### src/hw/rtl/mfp_pkg.sv
`timescale 1ns / 1ps

package mfp_pkg;

   // Word geometry.
   localparam int WORD_BITS  = 32;
   localparam int FREE_BITS  = $clog2(WORD_BITS + 1);
   localparam int WIDTH_BITS = 5;

   // Field width after reset.
   localparam logic [WIDTH_BITS-1:0] WIDTH_RESET = WIDTH_BITS'(8);

   // Depth of the queue between the packing front and the output back.
   localparam int QUEUE_DEPTH = 4;
   localparam int QPTR_BITS   = $clog2(QUEUE_DEPTH);
   localparam int QCNT_BITS   = $clog2(QUEUE_DEPTH + 1);

   // One input word.
   typedef struct packed {
      logic [31:0] value;
      logic        last_value;
   } req_type;

   // One result word.
   typedef struct packed {
      logic [WORD_BITS-1:0] packed_word;
      logic                 last_word;
   } rsp_type;

   // The results caused by one input word: none, one or two words. The second
   // word is always the flushed final word.
   typedef struct packed {
      logic [WORD_BITS-1:0] first_word;
      logic                 first_last;
      logic                 second_valid;
      logic [WORD_BITS-1:0] second_word;
   } entry_type;

   // Handshake between the queue and the back part.
   typedef struct packed {
      logic push;
      logic full;
      logic nonempty;
      logic pop;
   } queue_ctrl_type;

endpackage

### src/hw/rtl/msb_first_field_packer.sv
// A packed word goes out when an input field does not fit or a final word flushes it, passing
// through the queue and then the output register to rsp. Throughput: one input word per cycle
// while req_stall is low; the output register sends one word per cycle while rsp_stall is low,
// and an input that splits a field and flushes gives two words, held by the four-entry queue.
// Reset (synchronous, active high) empties the accumulator and queue and sets field width 8.
`timescale 1ns / 1ps

module msb_first_field_packer import mfp_pkg::*; (
   input  logic                  clock,
   input  logic                  reset,
   input  logic                  req_valid,
   output logic                  req_stall,
   input  req_type               req_data,
   output logic                  rsp_valid,
   input  logic                  rsp_stall,
   output rsp_type               rsp_data,
   input  logic                  csr_valid,
   output logic                  csr_ready,
   input  logic [WIDTH_BITS-1:0] csr_data
);

   queue_ctrl_type qc;
   entry_type      push_entry;
   entry_type      head;

   assign csr_ready = 1'b1;
   assign req_stall = qc.full;

   // Packing front.
   mfp_front u_front (
      .clock      (clock),
      .reset      (reset),
      .req_valid  (req_valid),
      .req_data   (req_data),
      .queue_full (qc.full),
      .csr_valid  (csr_valid),
      .csr_data   (csr_data),
      .push       (qc.push),
      .push_entry (push_entry)
   );

   // Queue of pending result entries.
   mfp_queue u_queue (
      .clock      (clock),
      .reset      (reset),
      .push       (qc.push),
      .push_entry (push_entry),
      .pop        (qc.pop),
      .full       (qc.full),
      .nonempty   (qc.nonempty),
      .head       (head)
   );

   // Output stage.
   mfp_back u_back (
      .clock     (clock),
      .reset     (reset),
      .nonempty  (qc.nonempty),
      .head      (head),
      .pop       (qc.pop),
      .rsp_stall (rsp_stall),
      .rsp_valid (rsp_valid),
      .rsp_data  (rsp_data)
   );

endmodule

### src/hw/rtl/mfp_front.sv
`timescale 1ns / 1ps

module mfp_front import mfp_pkg::*; (
   input  logic                  clock,
   input  logic                  reset,
   input  logic                  req_valid,
   input  req_type               req_data,
   input  logic                  queue_full,
   input  logic                  csr_valid,
   input  logic [WIDTH_BITS-1:0] csr_data,
   output logic                  push,
   output entry_type             push_entry
);

   logic [WIDTH_BITS-1:0] width_ff;
   logic [WORD_BITS-1:0]  acc_ff, acc_in;
   logic [FREE_BITS-1:0]  free_ff, free_in;

   logic                  accept;
   logic [WORD_BITS-1:0]  field;
   logic                  fits;
   logic [WIDTH_BITS-1:0] spill;
   logic [WORD_BITS-1:0]  split_word;
   logic [WORD_BITS-1:0]  acc_mid;
   logic [FREE_BITS-1:0]  free_mid;

   assign accept = req_valid && !queue_full;

   // Field width register, written from the configuration port.
   always_ff @(posedge clock) begin
      if (reset) begin
         width_ff <= WIDTH_RESET;
      end else if (csr_valid) begin
         width_ff <= csr_data;
      end
   end

   // Merge the field into the word under construction, splitting it when it
   // does not fit in the bits still free.
   always_comb begin
      field      = req_data.value & ((WORD_BITS'(1) << width_ff) - WORD_BITS'(1));
      fits       = FREE_BITS'(width_ff) <= free_ff;
      spill      = width_ff - WIDTH_BITS'(free_ff);
      split_word = acc_ff | (field >> spill);
      if (fits) begin
         acc_mid  = acc_ff | (field << (free_ff - FREE_BITS'(width_ff)));
         free_mid = free_ff - FREE_BITS'(width_ff);
      end else begin
         acc_mid  = (field & ((WORD_BITS'(1) << spill) - WORD_BITS'(1)))
                    << (FREE_BITS'(WORD_BITS) - FREE_BITS'(spill));
         free_mid = FREE_BITS'(WORD_BITS) - FREE_BITS'(spill);
      end
   end

   // A final word flushes the accumulator and returns it to the empty state.
   always_comb begin
      if (req_data.last_value) begin
         acc_in  = '0;
         free_in = FREE_BITS'(WORD_BITS);
      end else begin
         acc_in  = acc_mid;
         free_in = free_mid;
      end
   end

   always_ff @(posedge clock) begin
      if (reset) begin
         acc_ff  <= '0;
         free_ff <= FREE_BITS'(WORD_BITS);
      end else if (accept) begin
         acc_ff  <= acc_in;
         free_ff <= free_in;
      end
   end

   // Build the queue entry holding the words this input gives.
   always_comb begin
      push_entry.second_word = acc_mid;
      if (!fits) begin
         push_entry.first_word   = split_word;
         push_entry.first_last   = 1'b0;
         push_entry.second_valid = req_data.last_value;
      end else begin
         push_entry.first_word   = acc_mid;
         push_entry.first_last   = 1'b1;
         push_entry.second_valid = 1'b0;
      end
      push = accept && (!fits || req_data.last_value);
   end

endmodule

### src/hw/rtl/mfp_queue.sv
`timescale 1ns / 1ps

module mfp_queue import mfp_pkg::*; (
   input  logic      clock,
   input  logic      reset,
   input  logic      push,
   input  entry_type push_entry,
   input  logic      pop,
   output logic      full,
   output logic      nonempty,
   output entry_type head
);

   entry_type            slots_ff [QUEUE_DEPTH];
   logic [QPTR_BITS-1:0] wr_ptr_ff, wr_ptr_in;
   logic [QPTR_BITS-1:0] rd_ptr_ff, rd_ptr_in;
   logic [QCNT_BITS-1:0] count_ff, count_in;

   assign full     = count_ff == QCNT_BITS'(QUEUE_DEPTH);
   assign nonempty = count_ff != '0;
   assign head     = slots_ff[rd_ptr_ff];

   // Pointer and fill count update.
   always_comb begin
      wr_ptr_in = push ? wr_ptr_ff + QPTR_BITS'(1) : wr_ptr_ff;
      rd_ptr_in = pop ? rd_ptr_ff + QPTR_BITS'(1) : rd_ptr_ff;
      count_in  = count_ff + QCNT_BITS'(push) - QCNT_BITS'(pop);
   end

   always_ff @(posedge clock) begin
      if (reset) begin
         wr_ptr_ff <= '0;
         rd_ptr_ff <= '0;
         count_ff  <= '0;
      end else begin
         wr_ptr_ff <= wr_ptr_in;
         rd_ptr_ff <= rd_ptr_in;
         count_ff  <= count_in;
      end
   end

   // Entry storage.
   always_ff @(posedge clock) begin
      if (push) begin
         slots_ff[wr_ptr_ff] <= push_entry;
      end
   end

endmodule

### src/hw/rtl/mfp_back.sv
`timescale 1ns / 1ps

module mfp_back import mfp_pkg::*; (
   input  logic      clock,
   input  logic      reset,
   input  logic      nonempty,
   input  entry_type head,
   output logic      pop,
   input  logic      rsp_stall,
   output logic      rsp_valid,
   output rsp_type   rsp_data
);

   logic    rsp_valid_ff, rsp_valid_in;
   rsp_type rsp_data_ff, rsp_data_in;
   logic    phase_ff, phase_in;
   logic    load;

   assign load = !rsp_valid_ff || !rsp_stall;

   // Take the next word from the head entry; an entry with two words is
   // released only after its second word has gone out.
   always_comb begin
      rsp_valid_in = rsp_valid_ff;
      rsp_data_in  = rsp_data_ff;
      phase_in     = phase_ff;
      pop          = 1'b0;
      if (load) begin
         rsp_valid_in = nonempty;
         if (phase_ff) begin
            rsp_data_in.packed_word = head.second_word;
            rsp_data_in.last_word   = 1'b1;
         end else begin
            rsp_data_in.packed_word = head.first_word;
            rsp_data_in.last_word   = head.first_last;
         end
         if (nonempty) begin
            pop      = phase_ff || !head.second_valid;
            phase_in = !pop;
         end
      end
   end

   always_ff @(posedge clock) begin
      if (reset) begin
         rsp_valid_ff <= 1'b0;
         phase_ff     <= 1'b0;
      end else begin
         rsp_valid_ff <= rsp_valid_in;
         phase_ff     <= phase_in;
      end
   end

   always_ff @(posedge clock) begin
      rsp_data_ff <= rsp_data_in;
   end

   assign rsp_valid = rsp_valid_ff;
   assign rsp_data  = rsp_data_ff;

endmodule

### config.mk
export PLATFORM = sky130hd
export DESIGN_NAME = msb_first_field_packer
export DESIGN_NICKNAME = d
export VERILOG_FILES = /design/src/hw/rtl/mfp_pkg.sv /design/src/hw/rtl/msb_first_field_packer.sv /design/src/hw/rtl/mfp_front.sv /design/src/hw/rtl/mfp_queue.sv /design/src/hw/rtl/mfp_back.sv
export SDC_FILE = /design/constraint.sdc
export NUM_CORES = 1
export LEC_CHECK = 0
export BUFFER_PORTS_ARGS = -buffer_cell sky130_fd_sc_hd__buf_2
export CORE_ASPECT_RATIO = 0.8
export CORE_MARGIN = 2
export CORE_UTILIZATION = 46
export CTS_CLUSTER_SIZE = 25
export DETAILED_ROUTE_END_ITERATION = 8
export SYNTH_ARGS = -nofsm -noshare
export SYNTH_HDL_FRONTEND = slang
export SYNTH_HIERARCHICAL = 1
export SYNTH_SLANG_ARGS = --single-unit
### constraint.sdc
create_clock -name clock -period 11.1 [get_ports clock]
set_input_delay 1.665 -clock clock [delete_from_list [all_inputs] [get_ports clock]]
set_output_delay 1.665 -clock clock [all_outputs]
set_load 0.005 [all_outputs]
After elaboration in Yosys (flattened, before gate mapping)
Memories as Yosys holds them, arrays and structs flattened. A register that Yosys moved wholly into a read port is not among the register bits.
Cells that the tools add are included.
{ "op_classes": {"n_addsub": 9, "order_cmp": 1, "n_eq_ne": 1, "n_shift": 5, "n_mux": 12, "bitwise": 4, "reduce_logical": 13} }
{ "op_table": {"columns": ["op", "n"], "rows": [
  ["$and A32 B32 Y32", 2],
  ["$mux W32", 2],
  ["$or A32 B32 Y32", 2],
  ["$shl A1 B5 Y32 const A", 2],
  ["$shl A32 B6 Y32", 2],
  ["$sub A32 B1 Y32 const B", 2],
  ["$mux W34", 1],
  ["$mux W33", 1],
  ["$shr A32 B5 Y32", 1],
  ["$mux W6", 2],
  ["$le A5 B6 Y1", 1],
  ["$logic_not A1 Y1", 6],
  ["$sub A6 B5 Y6", 1],
  ["$sub A6 B5 Y6 const A", 1],
  ["$sub A5 B5 Y5", 1],
  ["$add A2 B1 Y2 const B", 2],
  ["$mux W1", 4],
  ["$mux W2", 2],
  ["$add A3 B1 Y3", 1],
  ["$eq A3 B3 Y1 const B", 1],
  ["$logic_or A1 B1 Y1", 3],
  ["$reduce_bool A3 Y1", 1],
  ["$sub A3 B1 Y3", 1],
  ["$logic_and A1 B1 Y1", 2],
  ["$reduce_and A2 Y1", 1]
]} }
{ "word_totals": {"regBits": 85, "ram_bits": 264, "out_inout_bits": 36, "elab_cells": 56, "n_memories": 1} }
{ "mem_list": {"columns": ["name", "words", "word_bits", "read_ports", "rd_ports_with_merged_regs", "wr", "line", "rtl"], "rows": [
  ["u_queue.slots_ff", 4, 66, 1, 1, 1, "mfp_queue.sv:14", "entry_type slots_ff [QUEUE_DEPTH];"]
]} }

Logic depth before layout (Yosys ltp)
Gate-level depths: netlist of the first run.
{ "depth": {"word_depth": 7, "depth_mapped": 27, "ltp_nobuf": 19} }

By module
Netlist of the first run, hierarchy kept.
{ "by_module_without_submodules": {"columns": ["module", "n_inst", "cells_each", "area_per_inst_um2"], "rows": [
  ["mfp_queue", 1, 386, 9958.3],
  ["mfp_front", 1, 1523, 9580.4],
  ["mfp_back", 1, 81, 1487.7],
  ["msb_first_field_packer", 1, 2, 11.3]
]} }

Worst setup path after synthesis of the first run
OpenSTA, ideal clock, no wires.
{ "synth_timing": {"path_type": "register to register", "start": "reg u_front.width_ff[0]", "end": "mem u_queue/slots_ff[0][30] (netlist name), data pin", "setup_ps": 263, "t_arrival_ps": 6073, "t_required_ps": 10837, "path_slack_ps": 4764, "stages_incl_launch_ff": 28, "n_path_buf": 10, "cell_sequence": "dfxtp_1 > clkbuf_1 > buf_2 > buf_2 > inv_1 > ha_1 > fa_1 > xor2_1 > buf_2 > buf_1 > buf_1 > buf_2 > clkbuf_1 > ha_1 > clkbuf_1 > clkbuf_1 > nand3_1 > ha_1 > nor2b_1 > nand4_1 > nand2_1 > o31a_1 > o21a_1 > a211oi_1 > o32a_1 > a211o_1 > o211ai_2 > and2_1"} }
{ "synth_rtl": {"columns": ["item", "line", "rtl"], "rows": [
  ["start: declaration", "mfp_front.sv:15", "logic [WIDTH_BITS-1:0] width_ff;"],
  ["start signal: assignment", "mfp_front.sv:34", "width_ff <= csr_data;"],
  ["end: declaration", "mfp_queue.sv:14", null]
]} }

==> results of run 1 <==
-- cells in the mapped netlist, drive strengths merged, types with 8 or more instances --
master | count | area share [%]
o2bb2ai | 8 | 0.36
a32oi | 8 | 0.33
a21o | 14 | 0.50
edfxtp | 297 | 42
ha | 19 | 1.1
nor2b | 16 | 0.48
or2 | 12 | 0.36
mux2 | 41 | 2.2
o31ai | 36 | 1.3
mux4 | 67 | 7.2
a21oi | 109 | 2.6
o211ai | 58 | 2.1
inv | 41 | 0.73
a22o | 15 | 0.62
o21a | 17 | 0.61
o2111ai | 10 | 0.42
nor3 | 68 | 1.7
nor2 | 189 | 3.4
buf | 68 | 1.8
o32ai | 10 | 0.42
dfxtp | 54 | 5.1
nand3 | 64 | 1.5
and2 | 17 | 0.51
a21boi | 10 | 0.36
nand4 | 19 | 0.56
o22ai | 17 | 0.51
a311oi | 9 | 0.37
a211oi | 30 | 1.1
and3 | 19 | 0.56
mux2i | 39 | 1.9
o31a | 13 | 0.55
o221ai | 9 | 0.40
a2111oi | 8 | 0.45
o21ai | 106 | 2.6
a211o | 10 | 0.42
a31oi | 34 | 1.0
nand2 | 165 | 2.9
clkbuf | 93 | 1.7
a22oi | 16 | 0.57
or3 | 17 | 0.53
xnor2 | 8 | 0.33
nor4 | 15 | 0.48
o311ai | 10 | 0.42
nand2b | 13 | 0.39
-- path summary, 6_finish.rpt --
check,slack [ps],end
worst max-delay path,3460,u_queue/slots_ff[1][28]
worst min-delay path,480,u_front/acc_ff[15]
worst max register to register,3460,u_queue/slots_ff[1][28]
worst min register to register,480,u_front/acc_ff[15]
-- flip-flops by register name, indices dropped and copies added (netlist names), named ones only --
signal and flops:
u_back/phase_ff 1, u_back/rsp_data 33, u_back/rsp_valid 1, u_front/acc_ff 32, u_front/free_ff 6, u_front/width_ff 5
u_queue/count_ff 3, u_queue/rd_ptr_ff 2, u_queue/slots_ff 264, u_queue/wr_ptr_ff 2
-- tightest hold or removal path: stages, from the launching register on --
cell and delay (ps):
dfxtp_1 310, nand3_1 50, o21ai_0 60
-- metal layers --
layer  vias to the layer above  GRT usage, %  routed length [µm]  share of wire, %
met5                         -             0                   0                 0
met4                         0         7.657                1901               2.3
met3                       144         10.86               10050                12
met2                      1097         49.39               34840                42
met1                      9052         50.71               35730                43
li1                       7822             -                   -                 -
-- logic make-up after synthesis --
group / after synthesis / synth area share (%)
and+or+nand+nor: 632 / 14.08
AOI/OAI and AO/OA: 621 / 20.84
DFF: 351 / 47.53
buffers and inverters: 204 / 4.235
muxes: 147 / 11.22
adders and majority gates: 22 / 1.416
xor gates and xnor gates: 14 / 0.6542
other: 1 / 0.01783
-- layout make-up --
class | count | area share [%]
inverter | 43 | 0.6976
sequential | 351 | 43.25
multi-input combinational | 1437 | 44.45
clock buffer | 43 | 4.007
timing repair buffer | 127 | 3.299
tap | 612 | 3.310
clock inverter | 23 | 0.9734
antenna | 1 | 0.01082
-- power by group through the flow --
| stage | combinational, mW | sequential (mW) | clock, mW |
|---|---|---|---|
| floorplan | 1.76 | 1.88 | 0 |
| global placement | 2.71 | 1.90 | 0 |
| detailed placement | 2.73 | 1.91 | 0 |
| CTS | 2.74 | 1.88 | 1.21 |
| global route | 2.96 | 1.90 | 1.25 |
| finish | 2.82 | 1.88 | 1.18 |
-- layout by cell type (no fill, tap or decap), drive strengths merged, types with 30 or more instances in the layout --
cell    count
mux2       41
o21ai     106
inv        42
a31oi      34
nand3      64
edfxtp    297
nor3       68
clkbuf     43
a211oi     30
buf       127
dfxtp      54
a21oi     109
mux4       67
nand2     165
o31ai      36
o211ai     58
nor2      189
mux2i      39
-- per-stage QoR --
| stage | worst slack (ps) | hold slack (ps) | utilization (%) | cells | cell area [µm²] |
|---|---|---|---|---|---|
| 6_report | 3458 | 475.8 | 50.90 | 2637 | 23140 |
| 5_1_grt | 3377 | 493.6 | 50.89 | 2636 | 23130 |
| 4_1_cts | 3768 | 475.6 | 50.89 | 2636 | 23130 |
| 3_5_place_dp | 3783 | 460.2 | 48.36 | 2570 | 21980 |
| 3_3_place_gp | 3806 | 451.7 | 48.36 | 2570 | 21980 |
| 2_1_floorplan | 4764 | 439.8 | - | 1992 | 21040 |
==> impl_metrics.env, run 1 <==
export IMPL_final_antenna_net_count=0
export IMPL_multi_input_area_mm2=0.01028
export IMPL_fin_setup_tns_ps=0
export IMPL_cts_tree="yes"
export IMPL_arrival_ps=7890
export IMPL_cts_root_buf="clkbuf_16"
export IMPL_clk_insertion_delay_late_ps=570
export IMPL_synthArstFlopShare_pct=0
export IMPL_cp_cell_sequence="buf_4 > inv_1 > fa_2 > nand2b_1 > a21oi_2 > xor2_4 > buf_4 > nor2_1 > nand3_1 > ha_1 > o211ai_1 > a21oi_1 > a32oi_1 > a21boi_0 > a211oi_1 > o31ai_1 > a311oi_1 > a31oi_1"
export IMPL_cts_resized=0
export IMPL_syn_nets=2057
export IMPL_slowest_stage="o31ai_1"
export IMPL_critPathBufInv=3
export IMPL_path_depth=18
export IMPL_drc_errors=0
export IMPL_ys_types=98
export IMPL_gp_congestion=1.041
export IMPL_initial_core_util_pct=46.28
export IMPL_register_area_mm2=0.01001
export IMPL_num_io_pins=79
export IMPL_power_density_mw_per_mm2=254.2
export IMPL_power_frac_comb_pct=48.0
export IMPL_skew_ps=31.63
export IMPL_globalRouteOverflowTotal=0
export IMPL_report_final_slew_viol_count=0
export IMPL_grt_usage_pct=34.37
export IMPL_dieArea_mm2=0.04747
export IMPL_dieHeight_um=195.3
export IMPL_worst_setup_path_start_kind="flop"
export IMPL_switchingPower_mw=2.511
export IMPL_drive_above_1_share_pct=16.95
export IMPL_htree_levels=2
export IMPL_fillers=4116
export IMPL_portBuffers=76
export IMPL_via_per_inst=6.870
export IMPL_grt_max_degree=66
export IMPL_synth_edff_count=297
export IMPL_min_path_type="flop to flop"
export IMPL_cp_common_cell="buf_4"
export IMPL_maxCapViolations=0
export IMPL_irDropWorstVdd_uv=165.5
export IMPL_nNetsFinal=2061
export IMPL_synthFlopType="edfxtp_1"
export IMPL_crit_start="u_front/width_ff[1]"
export IMPL_synth_cells=1992
export IMPL_critPathTopFamily="compound AO/OA/AOI/OAI gates"
export IMPL_die_x_um=243.1
export IMPL_p_seq_share_pct=32.0
export IMPL_post_cts_buffers=0
export IMPL_fmaxAchievable_mhz=130.9
export IMPL_syn_area_per_cell_um2=10.56
export IMPL_finalHoldViolCount=0
export IMPL_dr_pass1_iters=6
export IMPL_wl_per_cell_um=31.29
export IMPL_slew_headroom_pct=5.338
export IMPL_netlist_area_mm2=0.02104
export IMPL_rows=70
export IMPL_p_total_mw=5.881
export IMPL_grt_pass1_wl_um=118700
export IMPL_post_route_min_period_ps=7642
export IMPL_antenna_found_initial=1
export IMPL_setup_violations=0
export IMPL_swShare_pct=42.69
export IMPL_cpPeakStageDelay_ps=850
export IMPL_hp_start="u_front/acc_ff[15]"
export IMPL_status="finished clean"
export IMPL_yosys_warnings=6
export IMPL_grt_pass1_vias=17010
export IMPL_ys_seq_area_share_pct=47.53
export IMPL_clockBufferDepth=3
export IMPL_core_area_mm2=0.04546
export IMPL_power_frac_clock_pct=20.0
export IMPL_p_int_mw=3.370
export IMPL_critPathKind="flop to flop"
export IMPL_vias=18120
export IMPL_dpl_hpwl_um=59920
export IMPL_critPathRequiredTime_ps=11340
export IMPL_r2r_cells=18
export IMPL_syn_to_final_growth_pct=9.974
export IMPL_wl_um=82520
export IMPL_critical_path_endpoint_type="flop"
export IMPL_r2r_start="u_front/width_ff[1]"
export IMPL_p_leak_nw=7.968
export IMPL_cts_hold_buf=0
export IMPL_yosys_register_bits=351
export IMPL_critPathMaxFanout=49
export IMPL_min_period_over_period_pct=68.85
export IMPL_path_clk_slew_ps=60
export IMPL_cts_sinks=351
export IMPL_rsz0062_at_grt="false"
export IMPL_hold_path_depth=2
export IMPL_drt_iter0_markers=2416
export IMPL_tightestPinTransition_ps=1410
export IMPL_numCtsBuffers=36
Note: power is estimated with default switching activity, not from simulation.
==> run 2: changes to the inputs <==
--- a/config.mk
+++ b/config.mk
@@ -5,6 +5,7 @@
 export SDC_FILE = /design/constraint.sdc
 export NUM_CORES = 1
 export LEC_CHECK = 0
+export ABC_AREA = 1
 export BUFFER_PORTS_ARGS = -buffer_cell sky130_fd_sc_hd__buf_2
 export CORE_ASPECT_RATIO = 0.8
 export CORE_MARGIN = 2
==> constraint.sdc (replaced) <==
create_clock -name clock -period 6.2 [get_ports clock]
set_input_delay 0.93 -clock clock [delete_from_list [all_inputs] [get_ports clock]]
set_output_delay 0.93 -clock clock [all_outputs]
set_load 0.005 [all_outputs]
==> run 2 against run 1 <==
- worst setup slack worse by 2400 ps
- sequential share of layout area shrank 1.6 points
- clock power increased by 78%
- flip-flop and latch count unchanged
- largest power group unchanged
- cell count grew 36%
- critical endpoint is now u_front/acc_ff[30]
- maximum frequency rose by 48%
- count of clock-buffer cells in the layout grew 9
- non-clock buffer count decreased by 13
- critical path type unchanged
- sequential power grew 84%
- total power rose by 84%
- worst hold slack worse by 26 ps
- final area rose by 3.7%
==> impl_metrics.env, run 2 <==
export IMPL_yosys_register_bits=351
export IMPL_mostFrequentLayoutCell="nand2_1"
export IMPL_rows=72
export IMPL_largest_reg_flops=264
export IMPL_cts_sinks=351
export IMPL_htree_levels=2
export IMPL_finalHoldViolCount=0
export IMPL_post_route_min_period_ps=5168
export IMPL_yosys_warnings=6
export IMPL_p_seq_share_pct=31.9
export IMPL_irDropWorstVdd_uv=251.3
export IMPL_synth_top_cell_area_share_pct=40.13
export IMPL_portBuffers=76
export IMPL_dp_cells=3509
export IMPL_register_area_mm2=0.01001
export IMPL_die_x_um=249.8
export IMPL_cts_hold_buf=0
export IMPL_finalWorstSetupSlack_ps=1032
export IMPL_critical_path_endpoint_type="flop"
export IMPL_critPathMaxFanout=51
export IMPL_dr_pass1_iters=6
export IMPL_nNetsFinal=2983
export IMPL_synthFlopType="edfxtp_1"
export IMPL_multi_input_area_mm2=0.01017
export IMPL_skew_ps=17.37
export IMPL_fmaxAchievable_mhz=193.5
export IMPL_synth_area_leaders="edfxtp_1 40%, nand2_1 16%, nand3_1 7.1%"
export IMPL_gp_congestion=0.9906
export IMPL_syn_to_final_growth_pct=7.982
export IMPL_power_frac_comb_pct=48.7
export IMPL_tightestPinTransition_ps=1248
export IMPL_synth_cells=2927
export IMPL_dpl_hpwl_um=53080
export IMPL_final_area_mm2=0.02400
export IMPL_cts_root_buf="clkbuf_16"
export IMPL_p_leak_nw=10.35
export IMPL_final_antenna_net_count=0
export IMPL_antenna_found_initial=1
export IMPL_netlist_area_mm2=0.02223
export IMPL_fillers=4701
export IMPL_grt_max_degree=109
export IMPL_cts_resized=0
export IMPL_cp_cell_sequence="inv_2 > ha_1 > nand3_2 > nand3_1 > nand2_4 > nand3_2 > ha_1 > nand2_1 > nor2_2 > nand2_2 > nor2_1 > nand3_1 > nand2_1 > nand3_1 > nand3_1 > nand3_1 > nand3_1 > nand3_1 > nand2_1 > nand2_1 > nand2_1 > nand2_1 > a21oi_1"
export IMPL_fin_setup_tns_ps=0
export IMPL_status="finished clean"
export IMPL_synth_edff_count=297
export IMPL_maxCapViolations=0
export IMPL_slew_headroom_pct=16.61
export IMPL_cp_common_cell="nand3_1"
export IMPL_max_flop_register="u_queue/slots_ff"
export IMPL_post_cts_buffers=0
export IMPL_numCtsBuffers=36
export IMPL_cts_tree="yes"
export IMPL_worst_setup_path_start_kind="flop"
export IMPL_p_int_mw=5.916
export IMPL_slowest_stage="dfxtp_1"
export IMPL_ys_types=59
export IMPL_switchingPower_mw=4.931
export IMPL_clockBufferDepth=3
export IMPL_wl_um=72260
export IMPL_report_final_slew_viol_count=0
export IMPL_arrival_ps=5630
export IMPL_min_path_type="flop to flop"
export IMPL_yosys_area_top_type="edfxtp_1"
export IMPL_min_period_over_period_pct=83.35
export IMPL_synthArstFlopShare_pct=0
export IMPL_via_per_inst=5.646
export IMPL_dieArea_mm2=0.05010
export IMPL_rsz0062_at_grt="false"
export IMPL_core_area_mm2=0.04802
export IMPL_syn_area_per_cell_um2=7.594
export IMPL_grt_pass1_vias=18550
export IMPL_drc_errors=0
export IMPL_ys_seq_area_share_pct=44.99
export IMPL_critPathKind="flop to flop"
export IMPL_clk_insertion_delay_late_ps=540
export IMPL_initial_core_util_pct=46.29
export IMPL_dp_worst_setup_slack_ps=1299
export IMPL_grt_usage_pct=28.85
export IMPL_power_frac_clock_pct=19.3
export IMPL_layout_common_cells="922 x nand2_1, 315 x nand3_1, 297 x edfxtp_1"
export IMPL_cpPeakStageDelay_ps=640
export IMPL_yosysMostFrequentCell="nand2_1"
export IMPL_swShare_pct=45.46
export IMPL_grt_pass1_wl_um=110300
export IMPL_dpl_instance_area_mm2=0.02287
export IMPL_stdcell_count=3575
export IMPL_yosys_top_cells_count="923 x nand2_1, 315 x nand3_1, 297 x edfxtp_1"
export IMPL_dieHeight_um=200.6
export IMPL_num_io_pins=79
export IMPL_critPathRequiredTime_ps=6670
export IMPL_power_density_mw_per_mm2=451.9
export IMPL_vias=20190
export IMPL_path_clk_slew_ps=60
export IMPL_wl_per_cell_um=20.21
export IMPL_diodes=0
export IMPL_globalRouteOverflowTotal=0
export IMPL_p_total_mw=10.85
export IMPL_setup_violations=0
export IMPL_drive_above_1_share_pct=10.66
export IMPL_syn_nets=2992
export IMPL_drt_iter0_markers=2398
[run 2: layout make-up]
type	count	share of cell area, %
multi-input combinational	2096	42.36
sequential	351	41.70
inverter	319	5.010
clock buffer	52	4.176
tap	629	3.279
timing repair buffer	114	2.930
clock inverter	14	0.5526
[run 2: power groups by stage]
stage | clock, mW | sequential (mW) | combinational [mW]
after CTS | 2.15 | 3.47 | 5.19
after global placement | 0 | 3.50 | 5.13
after global routing | 2.24 | 3.51 | 5.84
after detailed placement | 0 | 3.51 | 5.17
after floorplan | 0 | 3.44 | 3.64
final | 2.10 | 3.46 | 5.28
[run 2: metal layers]
metal / track usage (%) / vias to the layer above / part of all wire (%)
li1: - / 9733 / -
met1: 42.35 / 9525 / 45
met2: 42.33 / 830 / 42
met3: 7.936 / 98 / 10
met4: 6.368 / 0 / 1.9
met5: 0 / - / 0
[run 2: critical path, delay by kind of cell (launching register included)]
family,cells,cell delay (ps)
buf+inv,1,210
compound gates,1,130
flops,1,640
fa+ha+maj,2,830
simple gates,19,3230
[run 2: path summary, 6_finish.rpt]
kind,startpoint,end,slack (ps),cells past startpoint
setup / recovery,u_front/width_ff[2],u_front/acc_ff[30],1030,23
hold / removal,u_queue/rd_ptr_ff[1],flop,450,2
setup reg to reg,u_front/width_ff[2],u_front/acc_ff[30],1030,23
hold reg to reg,u_queue/rd_ptr_ff[1],flop,450,2
[run 2: cell families (layout without fill, tap and decap cells)]
family	Yosys count	after routing	synth area share [%]
and+or+nand+nor	1535	1535	29.77
AOI/OAI and AO/OA	521	521	13.79
buffers and inverters	480	499	9.362
DFF	351	351	44.99
adders and majority gates	22	22	1.340
xor gates and xnor gates	12	12	0.5067
muxes	5	5	0.2252
other	1	1	0.01687
[run 2: stage by stage]
stage	hold WS, ps	util, %
2_1_floorplan	435.6	-
3_3_place_gp	437.2	47.62
3_5_place_dp	445.0	47.62
4_1_cts	453.8	49.98
5_1_grt	469.2	49.98
6_report	449.5	49.98
